**config.mk**
```make
export PLATFORM = sky130hd
export DESIGN_NAME = psdb_front
export DESIGN_NICKNAME = d
export VERILOG_FILES = /design/src/sv/psdb_pkg.sv /design/src/sv/psdb_front.sv
export SDC_FILE = /design/constraint.sdc
export NUM_CORES = 2
export LEC_CHECK = 0
export ABC_AREA = 0
export BUFFER_PORTS_ARGS = -buffer_cell sky130_fd_sc_hd__buf_2
export CAP_MARGIN = 20
export CORE_AREA = 2 2 392 394
export DETAILED_ROUTE_END_ITERATION = 12
export DIE_AREA = 0 0 394 396
export GPL_ROUTABILITY_DRIVEN = 1
export PLACE_DENSITY = 0.69
export SKIP_LAST_GASP = 1
export SYNTH_ARGS = -nofsm -noshare
export SYNTH_HDL_FRONTEND = slang
export SYNTH_SLANG_ARGS = --single-unit
```
**constraint.sdc**
```tcl
create_clock -name clk -period 12.1 [get_ports clk]
set_input_delay 0.605 -clock clk [delete_from_list [all_inputs] [get_ports clk]]
set_output_delay 0.605 -clock clk [all_outputs]
set_load 0.02 [all_outputs]
```
**src/sv/psdb_pkg.sv**
```systemverilog
// ---------------------------------------------------------------------------
// psdb_pkg
// Shared types, codes and helpers of the point splat depth buffer.
// ---------------------------------------------------------------------------
package psdb_pkg;

  localparam int DEF_MAP_WIDTH  = 64;
  localparam int DEF_MAP_HEIGHT = 64;
  localparam int DEF_COORD_BITS = 32;

  // covers map sizes up to 2047 plus the exclusive bound
  localparam int LIM_W    = 11;
  localparam int ENTRY_W  = 12;
  localparam int QDEPTH   = 2;

  localparam logic [1:0] MODE_SPLAT = 2'd0;
  localparam logic [1:0] MODE_READ  = 2'd1;
  localparam logic [1:0] MODE_CLEAR = 2'd2;

  localparam logic [1:0] STAT_OK    = 2'd0;
  localparam logic [1:0] STAT_ZERO  = 2'd1;
  localparam logic [1:0] STAT_RANGE = 2'd2;

  localparam logic [2:0] REG_FOCAL_X  = 3'd0;
  localparam logic [2:0] REG_FOCAL_Y  = 3'd1;
  localparam logic [2:0] REG_CENTER_X = 3'd2;
  localparam logic [2:0] REG_CENTER_Y = 3'd3;
  localparam logic [2:0] REG_VOXEL    = 3'd4;
  localparam logic [2:0] REG_ACT_W    = 3'd5;
  localparam logic [2:0] REG_ACT_H    = 3'd6;

  localparam logic [31:0] RST_FOCAL  = 32'd4194304;
  localparam logic [31:0] RST_CENTER = 32'd2129920;
  localparam logic [6:0]  RST_ACTIVE = 7'd64;

  typedef struct packed {
    logic signed [31:0] fx;
    logic signed [31:0] fy;
    logic signed [31:0] cx;
    logic signed [31:0] cy;
    logic [30:0]        vox;
    logic [6:0]         aw;
    logic [6:0]         ah;
  } cfg_t;

  typedef struct packed {
    logic [1:0]         mode;
    logic               zdrop;
    logic [31:0]        x;
    logic [31:0]        y;
    logic [31:0]        z;
    logic [LIM_W-1:0]   x0;
    logic [LIM_W-1:0]   x1;
    logic [LIM_W-1:0]   y0;
    logic [LIM_W-1:0]   y1;
    logic [ENTRY_W-1:0] entry;
  } job_t;

  function automatic logic [LIM_W-1:0] clamp_px(logic signed [63:0] p,
                                                logic [LIM_W-1:0] lim);
    logic signed [63:0] lim64;
    lim64 = $signed({{(64-LIM_W){1'b0}}, lim});
    if (p < 0) return '0;
    else if (p > lim64) return lim;
    else return p[LIM_W-1:0];
  endfunction

endpackage

```
**src/sv/psdb_front.sv**
```systemverilog
// ---------------------------------------------------------------------------
// psdb_front
// Takes commands, projects splat corners through a shared multiplier and
// a radix-2 divider, clamps them to the map and queues the finished job.
// ---------------------------------------------------------------------------
module psdb_front #(
  parameter int MAP_WIDTH  = psdb_pkg::DEF_MAP_WIDTH,
  parameter int MAP_HEIGHT = psdb_pkg::DEF_MAP_HEIGHT,
  parameter int COORD_BITS = psdb_pkg::DEF_COORD_BITS
) (
  input  logic                          clk,
  input  logic                          rst,
  input  logic                          accept,
  input  logic [1:0]                    mode,
  input  logic [31:0]                   coord_x,
  input  logic [31:0]                   coord_y,
  input  logic [31:0]                   coord_z,
  input  logic [psdb_pkg::ENTRY_W-1:0]  entry_index,
  input  psdb_pkg::cfg_t                cfg,
  input  logic                          q_full,
  output logic                          q_push,
  output psdb_pkg::job_t                q_job,
  output logic                          idle
);

  localparam int LW = psdb_pkg::LIM_W;

  localparam logic [2:0] F_IDLE = 3'd0;
  localparam logic [2:0] F_MUL  = 3'd1;
  localparam logic [2:0] F_ABS  = 3'd2;
  localparam logic [2:0] F_DIV  = 3'd3;
  localparam logic [2:0] F_FIN  = 3'd4;
  localparam logic [2:0] F_CLP  = 3'd5;
  localparam logic [2:0] F_PUSH = 3'd6;

  logic [2:0]         state;
  logic [1:0]         jmode;
  logic               jzero;
  logic signed [31:0] px, py, pz, xs, ys;
  logic [psdb_pkg::ENTRY_W-1:0] entry;
  logic [1:0]         k;
  logic signed [63:0] prod, ssum;
  logic [63:0]        quo;
  logic [31:0]        rem, dvs;
  logic               neg;
  logic [5:0]         dcnt;
  logic [LW-1:0]      xa, xb, ya, yb;

  logic signed [31:0] x_in, y_in, z_in, fsel, csel, asel;
  logic signed [33:0] xsum, ysum;
  logic signed [63:0] pr, pr1;
  logic [32:0]        shifted;
  logic               ge;
  logic [LW-1:0]      aw_lim, ah_lim, lim, cl, cl1;
  logic               last_proj;

  assign x_in = 32'($signed(coord_x[COORD_BITS-1:0]));
  assign y_in = 32'($signed(coord_y[COORD_BITS-1:0]));
  assign z_in = 32'($signed(coord_z[COORD_BITS-1:0]));
  assign xsum = 34'(x_in) + $signed({3'b000, cfg.vox});
  assign ysum = 34'(y_in) + $signed({3'b000, cfg.vox});

  always_comb begin
    fsel = k[0] ? cfg.fy : cfg.fx;
    csel = k[0] ? cfg.cy : cfg.cx;
    case (k)
      2'd0:    asel = px;
      2'd1:    asel = py;
      2'd2:    asel = xs;
      default: asel = ys;
    endcase
  end

  assign shifted = {rem, quo[63]};
  assign ge      = shifted >= {1'b0, dvs};

  // truncate toward zero on the divide by 2^16
  assign pr  = ssum[63] ? ((ssum + 64'sd65535) >>> 16) : (ssum >>> 16);
  assign pr1 = pr + 64'sd1;

  assign aw_lim = (LW'(cfg.aw) > LW'(MAP_WIDTH))  ? LW'(MAP_WIDTH)  : LW'(cfg.aw);
  assign ah_lim = (LW'(cfg.ah) > LW'(MAP_HEIGHT)) ? LW'(MAP_HEIGHT) : LW'(cfg.ah);
  assign lim    = k[0] ? ah_lim : aw_lim;
  assign cl     = psdb_pkg::clamp_px(pr, lim);
  assign cl1    = psdb_pkg::clamp_px(pr1, lim);
  assign last_proj = (k == 2'd3) || (k == 2'd1 && cfg.vox == '0);

  always_ff @(posedge clk) begin
    if (rst) begin
      state <= F_IDLE;
    end else begin
      unique case (state)
        F_IDLE: begin
          if (accept) begin
            jmode <= mode;
            jzero <= (mode == psdb_pkg::MODE_SPLAT) && (z_in == '0);
            px    <= x_in;
            py    <= y_in;
            pz    <= z_in;
            xs    <= (xsum > 34'sd2147483647) ? 32'sh7FFFFFFF : xsum[31:0];
            ys    <= (ysum > 34'sd2147483647) ? 32'sh7FFFFFFF : ysum[31:0];
            entry <= entry_index;
            k     <= 2'd0;
            state <= (mode == psdb_pkg::MODE_SPLAT && z_in != '0) ? F_MUL : F_PUSH;
          end
        end
        F_MUL: begin
          prod  <= fsel * asel;
          state <= F_ABS;
        end
        F_ABS: begin
          quo   <= prod[63] ? 64'(-prod) : 64'(prod);
          dvs   <= pz[31] ? 32'(-pz) : 32'(pz);
          neg   <= prod[63] ^ pz[31];
          rem   <= '0;
          dcnt  <= '0;
          state <= F_DIV;
        end
        F_DIV: begin
          rem   <= ge ? 32'(shifted - {1'b0, dvs}) : shifted[31:0];
          quo   <= {quo[62:0], ge};
          dcnt  <= dcnt + 6'd1;
          if (dcnt == 6'd63) state <= F_FIN;
        end
        F_FIN: begin
          ssum  <= (neg ? -$signed(quo) : $signed(quo)) + 64'(csel);
          state <= F_CLP;
        end
        F_CLP: begin
          case (k)
            2'd0:    begin xa <= cl; xb <= cl1; end
            2'd1:    begin ya <= cl; yb <= cl1; end
            2'd2:    xb <= cl;
            default: yb <= cl;
          endcase
          if (last_proj) begin
            state <= F_PUSH;
          end else begin
            k     <= k + 2'd1;
            state <= F_MUL;
          end
        end
        F_PUSH: begin
          if (!q_full) state <= F_IDLE;
        end
        default: state <= F_IDLE;
      endcase
    end
  end

  assign idle   = (state == F_IDLE);
  assign q_push = (state == F_PUSH) && !q_full;

  always_comb begin
    q_job.mode  = jmode;
    q_job.zdrop = jzero;
    q_job.x     = px;
    q_job.y     = py;
    q_job.z     = pz;
    q_job.x0    = (xa < xb) ? xa : xb;
    q_job.x1    = (xa < xb) ? xb : xa;
    q_job.y0    = (ya < yb) ? ya : yb;
    q_job.y1    = (ya < yb) ? yb : ya;
    q_job.entry = entry;
  end

endmodule

```
======== Word-level counts from Yosys, hierarchy flattened ========
Cells that the tools add are included.
storage, ports and cells
  logic and storage cells ................. 122
  output and inout port bits .............. 157
  flip-flop bits (word level) ............. 487
  bits of input ports ..................... 287
operators by class
  add/sub/neg operators ................... 11
  bitwise gates (word level) .............. 3
  magnitude comparators ................... 11
  $mul .................................... 1
  mux-type cells .......................... 33
  equality and inequality tests ........... 14
  reductions and logical operators ........ 27
operators with widths
  cell                                                                               number
  64-bit two-way mux                                                                 3
  64-bit by 8-bit greater-than comparator with 1-bit output                          2
  64-bit by 1-bit < comparator with 1-bit output, second input constant              2
  64-bit negation                                                                    2
  64-bit one-hot mux with 2 select lines                                             1
  32-bit two-way mux                                                                 3
  32-bit one-hot mux with 3 select lines                                             1
  11-bit two-way mux                                                                 8
  32-bit by 32-bit adder with 33-bit output                                          2
  33-bit by 32-bit greater-than comparator with 1-bit output, second input constant  2
  64-bit by 17-bit adder with 64-bit output, second input constant                   1
  64-bit by 2-bit adder with 64-bit output, second input constant                    1
  64-bit by 32-bit adder with 64-bit output                                          1
  32-bit by 32-bit multiplier with 64-bit output                                     1
  32-bit one-hot mux with 2 select lines                                             1
  11-bit one-hot mux with 2 select lines                                             2
  33-bit by 32-bit greater-or-equal comparator with 1-bit output                     1
  32-bit zero test                                                                   1
  32-bit negation                                                                    1
  32-bit nonzero test                                                                1
  32-bit subtractor                                                                  1
  31-bit zero test                                                                   1
  31-bit two-way mux                                                                 1
  11-bit < comparator                                                                2
  other kinds (28)                                                                   58

======== Logic depth before layout (Yosys ltp) ========
  depth in word-level cells ............... 7
  gate-level depth with buffers ........... 39
  mapped depth without buffers ............ 35

======== Worst setup path after synthesis ========
No wires, ideal clock.
  path kind ............................... register to register
  from .................................... register k[0]
  to ...................................... register prod[63] (data pin)
  arrival time ............................ 9.159 ns
  data required time ...................... 11.838 ns
  path buffers ............................ 5
  period minus slack after synthesis ...... 9.421 ns
  stages on the path, launching flop included .. 34
  setup time .............................. 0.262 ns
  slack ................................... 2.679 ns
  cells stage by stage .................... edfxtp_1 > clkbuf_1 > inv_1 > ha_1 > clkbuf_1 > clkbuf_1 > nand2_1 > nand2_1 > mux2i_1 > clkbuf_1 > nor2_1 > fa_1 > inv_1 > fa_1 > inv_1 > fa_1 > fa_1 > inv_1 > fa_1 > inv_1 > fa_1 > inv_1 > fa_1 > fa_1 > inv_1 > ha_1 > clkbuf_1 > a21oi_1 > nor2_1 > o21a_1 > or4b_2 > a211oi_1 > a211oi_1 > xnor2_1
between the ends
  longest elaborated chain between the ends .. 3
  elaborated cells on any way between the ends .. 6
  classes of those cells .................. mul: 1; eq/ne: 2; mux: 2; reduce/logical: 1
RTL lines
  what                                              line               text
  start: declaration                                psdb_front.sv:41   logic [1:0] k;
  start signal: assignment                          psdb_front.sv:139  k <= k + 2'd1;
  2-bit == test, or another cell as far along       psdb_front.sv:66   case (k)
  32-bit one-hot mux with 3 select lines            psdb_front.sv:66
  32-bit by 32-bit multiplier with 64-bit output *  psdb_front.sv:108  prod <= fsel * asel;
  end signal: assignment                            psdb_front.sv:108
  end: declaration                                  psdb_front.sv:42   logic signed [63:0] prod, ssum;
Mark *: on every way between the ends. The rest lies on a longest branch, timed or not.
A chain may end at the register's enable or synchronous reset.

======== Final worst setup path ========
  from .................................... register k[1]
  to ...................................... register prod[61] (data pin)
between the ends
  longest elaborated chain between the ends .. 3
  elaborated cells on any way between the ends .. 5
  classes of those cells .................. mul: 1; eq/ne: 2; mux: 1; reduce/logical: 1
RTL lines
  what                                              line
  2-bit == test, or another cell as far along       psdb_front.sv:66
  32-bit one-hot mux with 3 select lines *          psdb_front.sv:66
  32-bit by 32-bit multiplier with 64-bit output *  psdb_front.sv:108
Marked as above.

==> metrics.md <==
| Metric | Value |
|---|---|
| Clock Sinks | 487 |
| Internal reg-to-reg setup slack | about 1.6 ns |
| Root buffer cell | clkbuf_16 |
| IO Pins | about 440 |
| GRT Total Usage | roughly 26% |
| TritonCTS clock tree | yes |
| Initial antenna violation count | 9 |
| Worst path arrival time | about 11 ns |
| Cell variety after synth | 90 |
| Seq/Total Area, Yosys | 21.5% |
| Total CTS buffers | 57 |
| Post-synthesis cell count | approximately 7000 |
| DRC violations left | 0 |
| Total number of H-tree levels | 2 |
| Drt pass-1 iters | 8 |
| Yosys top cell by area | fa_1 |
| Final Hold Viols | 0 |
| Placer Congestion | a little under 1 |
| Post-DP HPWL | about 160 mm |
| Post-synth top cells | fa_1 (1086), inv_1 (1084), nand2_1 (818) |
| # setup viols final | 0 |
| Cell with the most instances after synthesis | fa_1 |
| YS warnings | 0 |
| Worst slew margin | ~22% |
| Die area | around 160000 µm² |
| Main synth FF type | edfxtp_1 |
| Max Fclk | between 0.09 and 0.1 GHz |
| Vias in the first global route | between 50000 and 60000 |
| Largest family of logic cells by synthesized area | adder cells |
| RSZ-0062 raised after global routing | false |
| Simple logic cell fraction of the synthesized area | 14.0% |
| CP max stage cell | ha_2 |
| Via count | 52300 |
| Slew @ Worst Pin | approximately 1.2 ns |
| Syn avg cell area | just under 10 µm² |
| Port bufs | roughly 440 |
| Setup crit end kind | flip-flop |
| DR vias/cell | 5.54 |
| Total Negative Setup Slacks | 0 ns |
| Post-synthesis mux area share | between 3 and 4% |
| Compound-gate portion of the synthesized area | under 10% |
| Crit-path max cell delay | between 0.7 and 0.8 ns |
| CORE AREA | 152000 µm² |
| Die Span X | between 300 and 400 µm |
| Final Slew Violations | 0 |
| Max Cap Viol | 0 |
| First-pass GRT wire length | 314 mm |
| Setup Skew | 0.0228 ns |
| Area of the mapped netlist | between 60000 and 70000 µm² |
| Routed wire per std cell | 21.2 µm |
| Final worst-path cycle share | 87.1% |
| # Post-CTS Setup Buffers | 0 |
| Worst Path Required | about 13 ns |
| Post-route ant nets | 0 |
| Cell mode on critical path | fa_1 |
| Worst setup SP type | flip-flop |
| Die H | between 300 and 400 µm |
| Crit path kind | reg -> reg |
| Synthesized-area fraction occupied by adder cells | between 30% and 40% |
| First DRT Iteration DRCs | 4107 |
| Clock slew at reported path FFs | roughly 0.070 ns |
| Area Overhead vs Synth | 9.77% |
| Final min period | ~11 ns |
| Fill cells | around 14000 |
| Row cnt | approximately 140 |
| Largest net degree at the start of global routing | between 70 and 80 |
| Ratio of cells with drive above 1 in the final layout | about 11% |
| Largest cells by area after synthesis | fa_1 (32%), edfxtp_1 (21%), ha_1 (7.1%) |
| WL final | around 200 mm |
| Nets | about 9000 |
| Overflow after GRT | 0 |
| Post-CTS Resized | 0 |
| Hold crit path type | in -> reg |
| Outcome | finished clean |
| Clk_lat worst skew | 0.68 ns |
| Share of Yosys cell area claimed by the top area cell type | 32.0% |
| Initial Util | around 45% |
| Post-synth EDFFs | approximately 480 |
| Clock Path Buffers | 3 |
| Post-synth ARST share | 0% |
| Flops & latches, synth | ~490 |
| Cts-stage hold buffer count | 0 |
| Post-synthesis xor/xnor area fraction | between 5 and 6% |
| Critical path peak fanout | 31 |
## worst max-delay path, delay by kind of cell, from the launching register on
kind | cells | cell delay [ns]
AO/OA/AOI/OAI | 11 | 3.84
AND/OR/NAND/NOR | 2 | 0.24
flip-flops | 1 | 0.45
XOR/XNOR | 1 | 0.09
adder cells (fa/ha/maj) | 10 | 5.01
buffers and inverters | 5 | 0.63
## cell usage in the layout, fill, tap and decap left out, types with 18 or more instances in the layout
cell type / count
fa_1: 1086
inv_1: 1084
nand2_1: 818
nor2_1: 713
edfxtp_1: 484
buf_2: 443
ha_1: 382
xnor2_1: 260
o21ai_0: 238
a21oi_1: 210
xor2_1: 153
mux2_2: 128
a21o_1: 125
mux2i_1: 105
buf_4: 91
nand3_1: 85
nand2b_1: 80
nor3_1: 72
nand4_1: 60
o31ai_1: 58
clkbuf_16: 58
or3_1: 53
nor2b_1: 39
nor4_1: 38
o21bai_1: 35
and3_1: 30
and2_1: 29
a211oi_1: 28
a22oi_1: 27
or4_1: 25
o41ai_1: 25
o21a_1: 25
a31oi_1: 19
or2_2: 18
## logic make-up (layout without fill, tap and decap cells)
| kind of cell | count (synthesis) | count (layout) |
|---|---|---|
| mux | 246 | 246 |
| flops | 487 | 487 |
| xor+xnor | 414 | 414 |
| compound gates | 917 | 917 |
| simple gates | 2124 | 2124 |
| fa+ha+maj | 1471 | 1471 |
| buf+inv | 1353 | 1727 |
| other cells | 1 | 24 |
## layout make-up
type	instances	area (µm²)	share of cell area [%]
antenna	8	20.0	0.0269
clock buffer	64	1470	1.98
clock inverter	41	438	0.588
inverter	1085	4070	5.47
multi-input combinational	5188	48400	65.0
sequential	487	14600	19.6
tap	2030	2540	3.41
timing repair buffer	537	2950	3.95
## worst paths after layout
path	end	cells after the start	startpoint
worst max-delay path	prod[61]$_DFFE_PP_	29	k[1]$_SDFFCE_PP0P_
worst min register to register	dvs[0]$_DFFE_PP_	0	pz[0]$_DFFE_PP_
worst max register to register	prod[61]$_DFFE_PP_	29	k[1]$_SDFFCE_PP0P_
worst min-delay path	entry[4]$_DFFE_PP_	1	entry_index[4]
## layer usage
metal  part of all wire, %  track usage, %  up-vias
met1                    40            33.2    26000
met2                    46            42.4     2240
met4                   4.7            10.7        2
met5                0.0060               0        -
li1                      -               -    23500
met3                   8.7            5.52      529
## state kept, by name (all words and copies together) (netlist names)
| register | cells |
|---|---|
| xb | 11 |
| ssum | 64 |
| jzero | 1 |
| neg | 1 |
| ya | 11 |
| px | 32 |
| jmode | 2 |
| entry | 12 |
| yb | 11 |
| xa | 11 |
| ys | 32 |
| dcnt | 6 |
| dvs | 32 |
| pz | 32 |
| prod | 64 |
| quo | 64 |
| xs | 32 |
| rem | 32 |
| py | 32 |
| k | 2 |
| state | 3 |
## per-stage QoR
stage	hold WS, ns	std cells	utilization, %	instance area (µm²)	worst slack (ns)
2_1_floorplan	0.548	7028	-	67900	2.68
3_3_place_gp	0.575	9324	47.9	72500	1.75
3_5_place_dp	0.575	9324	47.9	72500	1.59
5_1_grt	0.0807	9433	49.2	74500	1.02
4_1_cts	0.0443	9429	49.1	74500	1.56
6_report	0.0905	9440	49.2	74500	1.56
Power is left out: the tool's default activity adds up to more than one toggle a clock period on the data nets, which glitch-free logic cannot reach.
