<file path="config.mk">
export PLATFORM = sky130hd
export DESIGN_NAME = psdb_queue
export DESIGN_NICKNAME = d
export VERILOG_FILES = /design/src/sv/psdb_pkg.sv /design/src/sv/psdb_queue.sv
export SDC_FILE = /design/constraint.sdc
export NUM_CORES = 1
export LEC_CHECK = 0
export ABC_AREA = 1
export BUFFER_PORTS_ARGS = -buffer_cell sky130_fd_sc_hd__buf_2
export CAP_MARGIN = 20
export CORE_ASPECT_RATIO = 0.8
export CORE_MARGIN = 8
export CORE_UTILIZATION = 30
export CTS_BUF_LIST = sky130_fd_sc_hd__clkbuf_4 sky130_fd_sc_hd__clkbuf_8
export CTS_CLUSTER_SIZE = 16
export DETAILED_ROUTE_END_ITERATION = 10
export GPL_ROUTABILITY_DRIVEN = 1
export PLACE_DENSITY = 0.58
export SYNTH_ARGS = -nofsm -noshare
export SYNTH_HDL_FRONTEND = slang
export SYNTH_SLANG_ARGS = --single-unit
</file>
<file path="constraint.sdc">
create_clock -name clk -period 12.45 [get_ports clk]
set_input_delay 2.49 -clock clk [delete_from_list [all_inputs] [get_ports clk]]
set_output_delay 2.49 -clock clk [all_outputs]
set_load 0.01 [all_outputs]
</file>
<file path="src/sv/psdb_pkg.sv">
// ---------------------------------------------------------------------------
// psdb_pkg
// Shared types, codes and helpers of the point splat depth buffer.
// ---------------------------------------------------------------------------
package psdb_pkg;

  localparam int DEF_MAP_WIDTH  = 64;
  localparam int DEF_MAP_HEIGHT = 64;
  localparam int DEF_COORD_BITS = 32;

  // covers map sizes up to 2047 plus the exclusive bound
  localparam int LIM_W    = 11;
  localparam int ENTRY_W  = 12;
  localparam int QDEPTH   = 2;

  localparam logic [1:0] MODE_SPLAT = 2'd0;
  localparam logic [1:0] MODE_READ  = 2'd1;
  localparam logic [1:0] MODE_CLEAR = 2'd2;

  localparam logic [1:0] STAT_OK    = 2'd0;
  localparam logic [1:0] STAT_ZERO  = 2'd1;
  localparam logic [1:0] STAT_RANGE = 2'd2;

  localparam logic [2:0] REG_FOCAL_X  = 3'd0;
  localparam logic [2:0] REG_FOCAL_Y  = 3'd1;
  localparam logic [2:0] REG_CENTER_X = 3'd2;
  localparam logic [2:0] REG_CENTER_Y = 3'd3;
  localparam logic [2:0] REG_VOXEL    = 3'd4;
  localparam logic [2:0] REG_ACT_W    = 3'd5;
  localparam logic [2:0] REG_ACT_H    = 3'd6;

  localparam logic [31:0] RST_FOCAL  = 32'd4194304;
  localparam logic [31:0] RST_CENTER = 32'd2129920;
  localparam logic [6:0]  RST_ACTIVE = 7'd64;

  typedef struct packed {
    logic signed [31:0] fx;
    logic signed [31:0] fy;
    logic signed [31:0] cx;
    logic signed [31:0] cy;
    logic [30:0]        vox;
    logic [6:0]         aw;
    logic [6:0]         ah;
  } cfg_t;

  typedef struct packed {
    logic [1:0]         mode;
    logic               zdrop;
    logic [31:0]        x;
    logic [31:0]        y;
    logic [31:0]        z;
    logic [LIM_W-1:0]   x0;
    logic [LIM_W-1:0]   x1;
    logic [LIM_W-1:0]   y0;
    logic [LIM_W-1:0]   y1;
    logic [ENTRY_W-1:0] entry;
  } job_t;

  function automatic logic [LIM_W-1:0] clamp_px(logic signed [63:0] p,
                                                logic [LIM_W-1:0] lim);
    logic signed [63:0] lim64;
    lim64 = $signed({{(64-LIM_W){1'b0}}, lim});
    if (p < 0) return '0;
    else if (p > lim64) return lim;
    else return p[LIM_W-1:0];
  endfunction

endpackage

</file>
<file path="src/sv/psdb_queue.sv">
// ---------------------------------------------------------------------------
// psdb_queue
// Short job queue between the projection front and the map engine.
// ---------------------------------------------------------------------------
module psdb_queue (
  input  logic           clk,
  input  logic           rst,
  input  logic           push,
  input  psdb_pkg::job_t din,
  input  logic           pop,
  output psdb_pkg::job_t dout,
  output logic           full,
  output logic           empty
);

  localparam int D  = psdb_pkg::QDEPTH;
  localparam int PW = (D > 1) ? $clog2(D) : 1;
  localparam int CW = $clog2(D + 1);

  psdb_pkg::job_t slots [D];
  logic [PW-1:0]  wr_ptr, rd_ptr;
  logic [CW-1:0]  cnt;

  assign full  = (cnt == CW'(D));
  assign empty = (cnt == '0);
  assign dout  = slots[rd_ptr];

  always_ff @(posedge clk) begin
    if (push) slots[wr_ptr] <= din;
  end

  always_ff @(posedge clk) begin
    if (rst) begin
      wr_ptr <= '0;
      rd_ptr <= '0;
      cnt    <= '0;
    end else begin
      if (push) wr_ptr <= (wr_ptr == PW'(D - 1)) ? '0 : wr_ptr + 1'b1;
      if (pop)  rd_ptr <= (rd_ptr == PW'(D - 1)) ? '0 : rd_ptr + 1'b1;
      if (push && !pop)      cnt <= cnt + 1'b1;
      else if (pop && !push) cnt <= cnt - 1'b1;
    end
  end

endmodule

</file>
# == Yosys cells after proc, flatten, opt, wreduce, memory -nomap -nowiden ==
# Memories as Yosys holds them, arrays and structs flattened. A register that Yosys moved wholly into a read port is not among the register bits.
# Cells that the tools add are included.
# classes
add_sub_neg,4
n_mux,8
eq_ne,1
reduce_logical,6
# ops
operator,n
1-bit 2-to-1 mux,6
2-bit 2-to-1 mux,2
1-bit adder (second input constant),2
2-bit by 1-bit adder with 2-bit output (second input constant),1
2-bit == test (second input constant),1
1-bit logical AND,2
1-bit zero test,2
2-bit zero test,1
2-bit nonzero test,1
2-bit by 1-bit subtractor with 2-bit output (second input constant),1
# totals
elab_cells,23
ram_bits,310
memories,1
ff_bits,4
output_inout_bits,157
# mem_list
name,depth,word_bits,read_ports,rd_clocked_by_memory_dff,write_ports,line_no,text
slots,2,155,1,1,1,psdb_queue.sv:20,psdb_pkg::job_t slots [D];

# == Longest topological paths before layout ==
# Gate-level depths: netlist of run 1.
# depth
depth_word,4
mapped_depth,8

# == Worst setup path after synthesis of run 1 ==
# OpenSTA, ideal clock, no wires.
# synth_timing
path_kind,input to register
from,input port push
to,memory slots[0][0] in the netlist's numbering (enable)
arrival_ns,9.010
slack_ns,2.764
t_required_ns,11.774
cell_stages,2
n_path_buf,0
path_cell_list,inv_1 -> nor2_1
# synth_between
elab_chain_len,2
# synth_lines
item,line_no,text
"start, declared",psdb_queue.sv:8,"input logic push,"
1-bit 2-to-1 mux,psdb_queue.sv:29,if (push) slots[wr_ptr] <= din;
1-bit 2-to-1 mux (not written as such),psdb_queue.sv:29,
"end, declared",psdb_queue.sv:20,
# Every way passes these cells.

==> results of run 1 <==
==> metrics by stage <==
stage / hold WS, ns / cell area [sq um]
5_1_grt: 0.565 / 14500
4_1_cts: 0.524 / 14500
3_5_place_dp: 0.503 / 13500
2_1_floorplan: 0.480 / 11500
3_3_place_gp: 0.495 / 13500
6_report: 0.521 / 14500
==> cell usage after synthesis <==
master / instances
nand2_1: 5
xnor2_1: 1
mux2_2: 155
a21oi_1: 1
nor3_1: 1
nand4_1: 1
clkbuf_8: 12
nand3_1: 1
nor2_1: 7
edfxtp_1: 310
buf_6: 5
inv_1: 9
o21ai_0: 1
ha_1: 1
dfxtp_1: 5
==> path summary, 6_finish.rpt <==
| kind | end | slack, ns | cells past startpoint |
|---|---|---|---|
| worst max-delay path | dout[55] | 7.38 | 3 |
| worst min-delay path | flop | 0.52 | 2 |
| worst max register to register | slots[0][111]$_DFFE_PP_ | 10.10 | 3 |
| worst min register to register | flop | 0.52 | 2 |
==> flip-flops by register name (all words and copies together) (netlist names), named ones only <==
| name | flops |
|---|---|
| cnt | 2 |
| rd_ptr | 1 |
| slots | 310 |
| wr_ptr | 1 |
==> power groups by stage <==
stage	combinational (uW)	clock (uW)	sequential (uW)
global placement	243	0	1260
finish	239	828	1240
global route	259	906	1250
floorplan	142	0	1270
CTS	246	868	1240
detailed placement	245	0	1270
==> cell type report <==
| cell class | instances | area share |
|---|---|---|
| sequential | 315 | 0.650 |
| multi-input combinational | 174 | 0.128 |
| timing repair buffer | 322 | 0.113 |
| clock buffer | 67 | 0.0568 |
| tap | 495 | 0.0428 |
| clock inverter | 18 | 0.00717 |
| inverter | 9 | 0.00268 |
| antenna | 1 | 0.000173 |
==> cells by family after synthesis <==
kind of cell	count (synthesis)
DFF	315
adders and majority gates	1
muxes	155
xor gates and xnor gates	1
and+or+nand+nor	15
AOI/OAI and AO/OA	2
buffers and inverters	26
==> critical path, cell delays in order, from the launching register on <==
cell     delay (ns)
dfxtp_4        0.56
buf_4          0.78
mux2_2         0.43
buf_2          0.14
==> layer usage <==
metal  vias to the layer above  wire length, um  GRT usage  part of all wire
met5                         -               22          0           0.00086
met4                         4              442     0.0322             0.017
met3                        43             1780     0.0413             0.070
met2                       209            11800      0.169              0.47
met1                      2958            11400      0.136              0.45
li1                       2759                -          -                 -
==> metrics.txt, run 1 <==
# TYPE chip_impl_metric gauge
chip_impl_info{name="grt_setup_unrepaired",value="false"} 1
chip_impl_metric{name="globalplace.congestion",unit=""} 0.707
chip_impl_metric{name="power.total",unit="uW"} 2310
chip_impl_metric{name="hpwl",unit="um"} 16700
chip_impl_metric{name="power_density",unit="nW/um^2"} 160
chip_impl_info{name="tritoncts",value="built"} 1
chip_impl_metric{name="antenna_violations_before_repair",unit=""} 2
chip_impl_metric{name="total_switching_power",unit="uW"} 528
chip_impl_info{name="timing_worst_setup_path_type",value="reg2out"} 1
chip_impl_metric{name="cts_sinks",unit=""} 315
chip_impl_metric{name="setup_total_negative_slack",unit="ns"} 0
chip_impl_info{name="outcome",value="complete, no violations"} 1
chip_impl_metric{name="wire_length_per_cell",unit="um"} 18.2
chip_impl_metric{name="first_iter_violations",unit=""} 286
chip_impl_metric{name="synth_warnings",unit=""} 0
chip_impl_metric{name="htreeDepth",unit=""} 2
chip_impl_metric{name="grt_first_pass_wirelength",unit="um"} 37800
chip_impl_metric{name="maxSlewHeadroom",unit=""} 0.348
chip_impl_metric{name="timing_hold_violations_final",unit=""} 0
chip_impl_metric{name="io_buffer_count",unit=""} 315
chip_impl_metric{name="number_of_core_rows",unit=""} 64
chip_impl_metric{name="fin_worst_skew",unit="ns"} 0.0131
chip_impl_metric{name="syn_avg_cell_area",unit="sq um"} 22.3
chip_impl_metric{name="synth_cell_type_count",unit=""} 15
chip_impl_info{name="timing.critical_path.from_type",value="flop"} 1
chip_impl_metric{name="critPathMaxFanout",unit=""} 68
chip_impl_metric{name="synthesis.nets",unit=""} 675
chip_impl_metric{name="layout_min_cycle_time",unit="ns"} 5.07
chip_impl_metric{name="pwr-share-comb",unit=""} 0.103
chip_impl_metric{name="yosys_register_bits",unit=""} 315
chip_impl_metric{name="placed_cells_incl_taps",unit=""} 1315
chip_impl_metric{name="n_fill_cell",unit=""} 3535
chip_impl_info{name="critical_path.endpoint_type",value="output pin"} 1
chip_impl_metric{name="grt_start_max_net_pins",unit=""} 69
chip_impl_metric{name="finalWorstSetupSlack",unit="ns"} 7.38
chip_impl_metric{name="post_synth_fa_ha_maj_area_fraction",unit=""} 0.00109
chip_impl_metric{name="worst_ir_drop_vdd",unit="mV"} 0.0796
chip_impl_info{name="hold_path_class",value="reg2reg"} 1
chip_impl_metric{name="dieWidth",unit="um"} 235
chip_impl_info{name="critical_path.reg2reg.startpoint",value="wr_ptr$_SDFFE_PP0P_"} 1
chip_impl_metric{name="slew_violations",unit=""} 0
chip_impl_metric{name="floorplan.initialDensity",unit=""} 0.302
chip_impl_metric{name="layout.area.seq",unit="sq um"} 9410
chip_impl_metric{name="drt.antenna.violating_nets",unit=""} 0
chip_impl_info{name="cts_root_buffer",value="clkbuf_8"} 1
chip_impl_metric{name="worst_pin_slew",unit="ns"} 0.978
chip_impl_metric{name="post_cts.repair.setup_buffers",unit=""} 0
chip_impl_metric{name="static_power_due_to_leakage",unit="uW"} 0.00537
chip_impl_metric{name="placement.setup.worst_slack",unit="ns"} 7.75
chip_impl_metric{name="core_region_area",unit="sq um"} 38000
chip_impl_info{name="layout.cells.most_common",value="buf_2"} 1
chip_impl_metric{name="syn_area",unit="sq um"} 11500
chip_impl_metric{name="p_int",unit="uW"} 1780
chip_impl_metric{name="area_growth_syn_to_layout",unit="%"} 25.8
chip_impl_info{name="top_area_cells_in_the_synthesized_netlist",value="edfxtp_1 (81%), mux2_2 (15%), clkbuf_8 (1.4%)"} 1
chip_impl_metric{name="design.final.nets",unit=""} 1032
chip_impl_metric{name="i_o_pin_count",unit=""} 316
chip_impl_metric{name="number_of_gates_resized_after_cts",unit=""} 0
chip_impl_metric{name="grt_usage",unit=""} 0.107
chip_impl_metric{name="combined_area_of_the_multi_input_logic_cells",unit="sq um"} 1850
chip_impl_metric{name="proportion_of_layout_cells_with_a_drive_suffix_above_1",unit=""} 0.610
chip_impl_metric{name="drt-total-wl",unit="um"} 25500
chip_impl_metric{name="setup_viol",unit=""} 0
chip_impl_metric{name="timing.max_cap.violations",unit=""} 0
chip_impl_info{name="synth_top_family_by_area",value="multiplexers"} 1
chip_impl_info{name="layout.cells.most_common_list",value="buf_2 (315), edfxtp_1 (310), mux2_2 (155)"} 1
chip_impl_metric{name="post_synth_and_or_nand_nor_area_fraction",unit=""} 0.00533
chip_impl_metric{name="yosysTopAreaCellShare",unit=""} 0.809
chip_impl_metric{name="drc",unit=""} 0
chip_impl_metric{name="die_height",unit="um"} 191
chip_impl_metric{name="final_core_density",unit=""} 0.381
chip_impl_metric{name="worst_setup_hold_path_clk_slew",unit="ns"} 0.06
chip_impl_metric{name="drt-pass1-iter-count",unit=""} 4
chip_impl_metric{name="viasPerCell",unit=""} 4.26
chip_impl_metric{name="stdcell_count",unit=""} 1401
chip_impl_metric{name="max_freq",unit="GHz"} 0.197
chip_impl_metric{name="power.share.sequential",unit=""} 0.538
chip_impl_metric{name="synth_xor_area_frac",unit=""} 0.000761
chip_impl_metric{name="synthesis.instances",unit=""} 515
chip_impl_metric{name="die_area",unit="sq um"} 44900
chip_impl_metric{name="clock_path_buffers",unit=""} 3
chip_impl_metric{name="ctsHoldBuffers",unit=""} 0
chip_impl_info{name="yosysTopAreaCell",value="edfxtp_1"} 1
chip_impl_metric{name="clockPowerShare",unit=""} 0.358
chip_impl_info{name="worstHoldStart",value="rd_ptr$_SDFFE_PP0P_"} 1
chip_impl_metric{name="post-route-period-util",unit=""} 0.407
chip_impl_metric{name="grt_overflow",unit=""} 0
chip_impl_metric{name="synth_compound_gate_area_share",unit=""} 0.000870
chip_impl_metric{name="worstPathRequired",unit="ns"} 9.96
chip_impl_metric{name="grt_pass1_vias",unit=""} 6465
chip_impl_metric{name="clock_latency",unit="ns"} 0.56
chip_impl_metric{name="routed_via_count",unit=""} 5973
chip_impl_metric{name="muxShareOfSynthArea",unit=""} 0.152
chip_impl_metric{name="switching_share",unit=""} 0.228
chip_impl_metric{name="cts_buffers",unit=""} 50
chip_impl_metric{name="critical_path_arrival",unit="ns"} 2.58
chip_impl_metric{name="synth.yosys.seq_area_share",unit=""} 0.818
(Power assumes the default switching activity.)
==> run 2, diff against run 1 <==
Clock period 12.45 ns to 4.9 ns, I/O delays scaled along.
==> metrics.txt, run 2 (synthesis gave the netlist of run 1 again) <==
# TYPE chip_impl_metric gauge
chip_impl_metric{name="slew_violations",unit=""} 0
chip_impl_info{name="tritoncts",value="built"} 1
chip_impl_metric{name="drc",unit=""} 0
chip_impl_metric{name="critPathMaxFanout",unit=""} 64
chip_impl_metric{name="die_area",unit="sq um"} 44900
chip_impl_metric{name="post_cts.repair.setup_buffers",unit=""} 0
chip_impl_metric{name="drt-pass1-iter-count",unit=""} 6
chip_impl_metric{name="design.final.nets",unit=""} 1031
chip_impl_metric{name="routed_via_count",unit=""} 5968
chip_impl_info{name="grt_setup_unrepaired",value="false"} 1
chip_impl_metric{name="number_of_flip_flops_under_the_largest_register_name",unit=""} 310
chip_impl_metric{name="cts_sinks",unit=""} 315
chip_impl_info{name="registers.top_by_ff_count",value="slots"} 1
chip_impl_metric{name="drt-total-wl",unit="um"} 25100
chip_impl_metric{name="grt_start_max_net_pins",unit=""} 79
chip_impl_metric{name="antenna_violations_before_repair",unit=""} 2
chip_impl_metric{name="proportion_of_layout_cells_with_a_drive_suffix_above_1",unit=""} 0.615
chip_impl_metric{name="cts_buffers",unit=""} 50
chip_impl_metric{name="timing.max_cap.violations",unit=""} 0
chip_impl_metric{name="drt.antenna.violating_nets",unit=""} 0
chip_impl_metric{name="core_region_area",unit="sq um"} 38000
chip_impl_metric{name="number_of_gates_resized_after_cts",unit=""} 0
chip_impl_metric{name="die_height",unit="um"} 191
chip_impl_info{name="timing_worst_setup_path_type",value="reg2out"} 1
chip_impl_metric{name="setup_viol",unit=""} 0
chip_impl_metric{name="worst_hold_slack",unit="ns"} 0.520
chip_impl_metric{name="dieWidth",unit="um"} 235
chip_impl_metric{name="worst_setup_hold_path_clk_slew",unit="ns"} 0.06
chip_impl_metric{name="area_growth_syn_to_layout",unit="%"} 26.8
chip_impl_metric{name="floorplan.initialDensity",unit=""} 0.302
chip_impl_info{name="timing.critical_path.from_type",value="flop"} 1
chip_impl_info{name="timing.critical_path.max_delay_family",value="flip-flops"} 1
chip_impl_metric{name="cp_slowest_stage_delay",unit="ns"} 0.69
chip_impl_metric{name="first_iter_violations",unit=""} 240
chip_impl_metric{name="critical_path_arrival",unit="ns"} 2.27
chip_impl_metric{name="worst_pin_slew",unit="ns"} 0.713
chip_impl_metric{name="number_of_core_rows",unit=""} 64
chip_impl_metric{name="ctsHoldBuffers",unit=""} 0
chip_impl_metric{name="grt_first_pass_wirelength",unit="um"} 37800
chip_impl_info{name="critical_path.endpoint_type",value="output pin"} 1
chip_impl_info{name="worstHoldStart",value="rd_ptr$_SDFFE_PP0P_"} 1
chip_impl_metric{name="fin_worst_skew",unit="ns"} 0.00917
chip_impl_metric{name="maxSlewHeadroom",unit=""} 0.524
chip_impl_info{name="layout.cells.most_common",value="buf_2"} 1
chip_impl_metric{name="timing.critical_path.buf_inv",unit=""} 2
chip_impl_metric{name="setup_total_negative_slack",unit="ns"} 0
chip_impl_metric{name="hpwl",unit="um"} 16500
chip_impl_metric{name="htreeDepth",unit=""} 2
chip_impl_metric{name="power_density",unit="nW/um^2"} 407
chip_impl_info{name="critical-path-slowest-cell",value="dfxtp_4"} 1
chip_impl_metric{name="grt_pass1_vias",unit=""} 6542
chip_impl_metric{name="wire_length_per_cell",unit="um"} 17.8
chip_impl_info{name="cell_by_cell_trace_of_the_critical_path",value="buf_12 > mux2_2 > buf_2"} 1
chip_impl_metric{name="grt_usage",unit=""} 0.107
chip_impl_metric{name="grt_overflow",unit=""} 0
chip_impl_metric{name="layout_min_cycle_time",unit="ns"} 3.25
chip_impl_metric{name="i_o_pin_count",unit=""} 316
chip_impl_metric{name="max_freq",unit="GHz"} 0.307
chip_impl_metric{name="viasPerCell",unit=""} 4.25
chip_impl_metric{name="io_buffer_count",unit=""} 315
chip_impl_info{name="largestRegisters",value="slots x310, cnt x2"} 1
chip_impl_info{name="layout.cells.most_common_list",value="buf_2 (315), edfxtp_1 (310), mux2_2 (155)"} 1
chip_impl_metric{name="static_power_due_to_leakage",unit="uW"} 0.00543
chip_impl_info{name="cts_root_buffer",value="clkbuf_8"} 1
chip_impl_metric{name="clock_latency",unit="ns"} 0.56
chip_impl_info{name="critical_path.reg2reg.startpoint",value="wr_ptr$_SDFFE_PP0P_"} 1
chip_impl_metric{name="post-route-period-util",unit=""} 0.664
chip_impl_info{name="hold_path_class",value="reg2reg"} 1
chip_impl_metric{name="globalplace.congestion",unit=""} 0.704
chip_impl_info{name="outcome",value="complete, no violations"} 1
chip_impl_metric{name="clock_path_buffers",unit=""} 3
chip_impl_metric{name="worstPathRequired",unit="ns"} 3.92
chip_impl_metric{name="timing_hold_violations_final",unit=""} 0
chip_impl_metric{name="worst_ir_drop_vdd",unit="mV"} 0.237
-- run 2: worst paths after layout --
check                                 to  cells past startpoint  slack (ns)
hold reg to reg      rd_ptr$_SDFFE_PP0P_                      2        0.52
setup / recovery                 dout[9]                      3        1.65
hold / removal       rd_ptr$_SDFFE_PP0P_                      2        0.52
setup reg to reg  slots[1][35]$_DFFE_PP_                      3        2.92
-- run 2: layout make-up --
| class | instances | area, sq um |
|---|---|---|
| multi-input cells | 174 | 1850 |
| well taps | 495 | 619 |
| diodes | 3 | 7.51 |
| clock buffers | 74 | 893 |
| fillers | 3561 | 23400 |
| inverters | 9 | 38.8 |
| clock inverters | 14 | 86.3 |
| repair buffers | 321 | 1680 |
| flip-flops and latches | 315 | 9410 |
-- run 2: power breakdown --
| part | switching [uW] | internal, uW | total (uW) |
|---|---|---|---|
| combinational | 325 | 282 | 607 |
| clock | 957 | 1210 | 2170 |
| sequential | 40.8 | 3120 | 3160 |
-- run 2: tightest hold or removal path, stage by stage, from the launching register on --
cell and delay (ns):
dfxtp_1 0.33, xnor2_1 0.08, nor2_1 0.08
-- run 2: layer usage --
metal	share of wire	GRT usage
met4	0.023	0.0346
met1	0.43	0.131
met3	0.088	0.0478
met2	0.46	0.169
met5	0.00040	0
-- run 2: per-stage QoR --
step	cell area, sq um	worst slack, ns	std cells	total power, uW	utilization
2_1_floorplan	11500	0.350	515	3570	-
6_report	14600	1.65	1405	5940	0.384
4_1_cts	14600	1.52	1402	6070	0.383
5_1_grt	14600	1.49	1402	6220	0.383
3_3_place_gp	13600	2.16	1314	3830	0.358
3_5_place_dp	13600	2.15	1314	3840	0.358
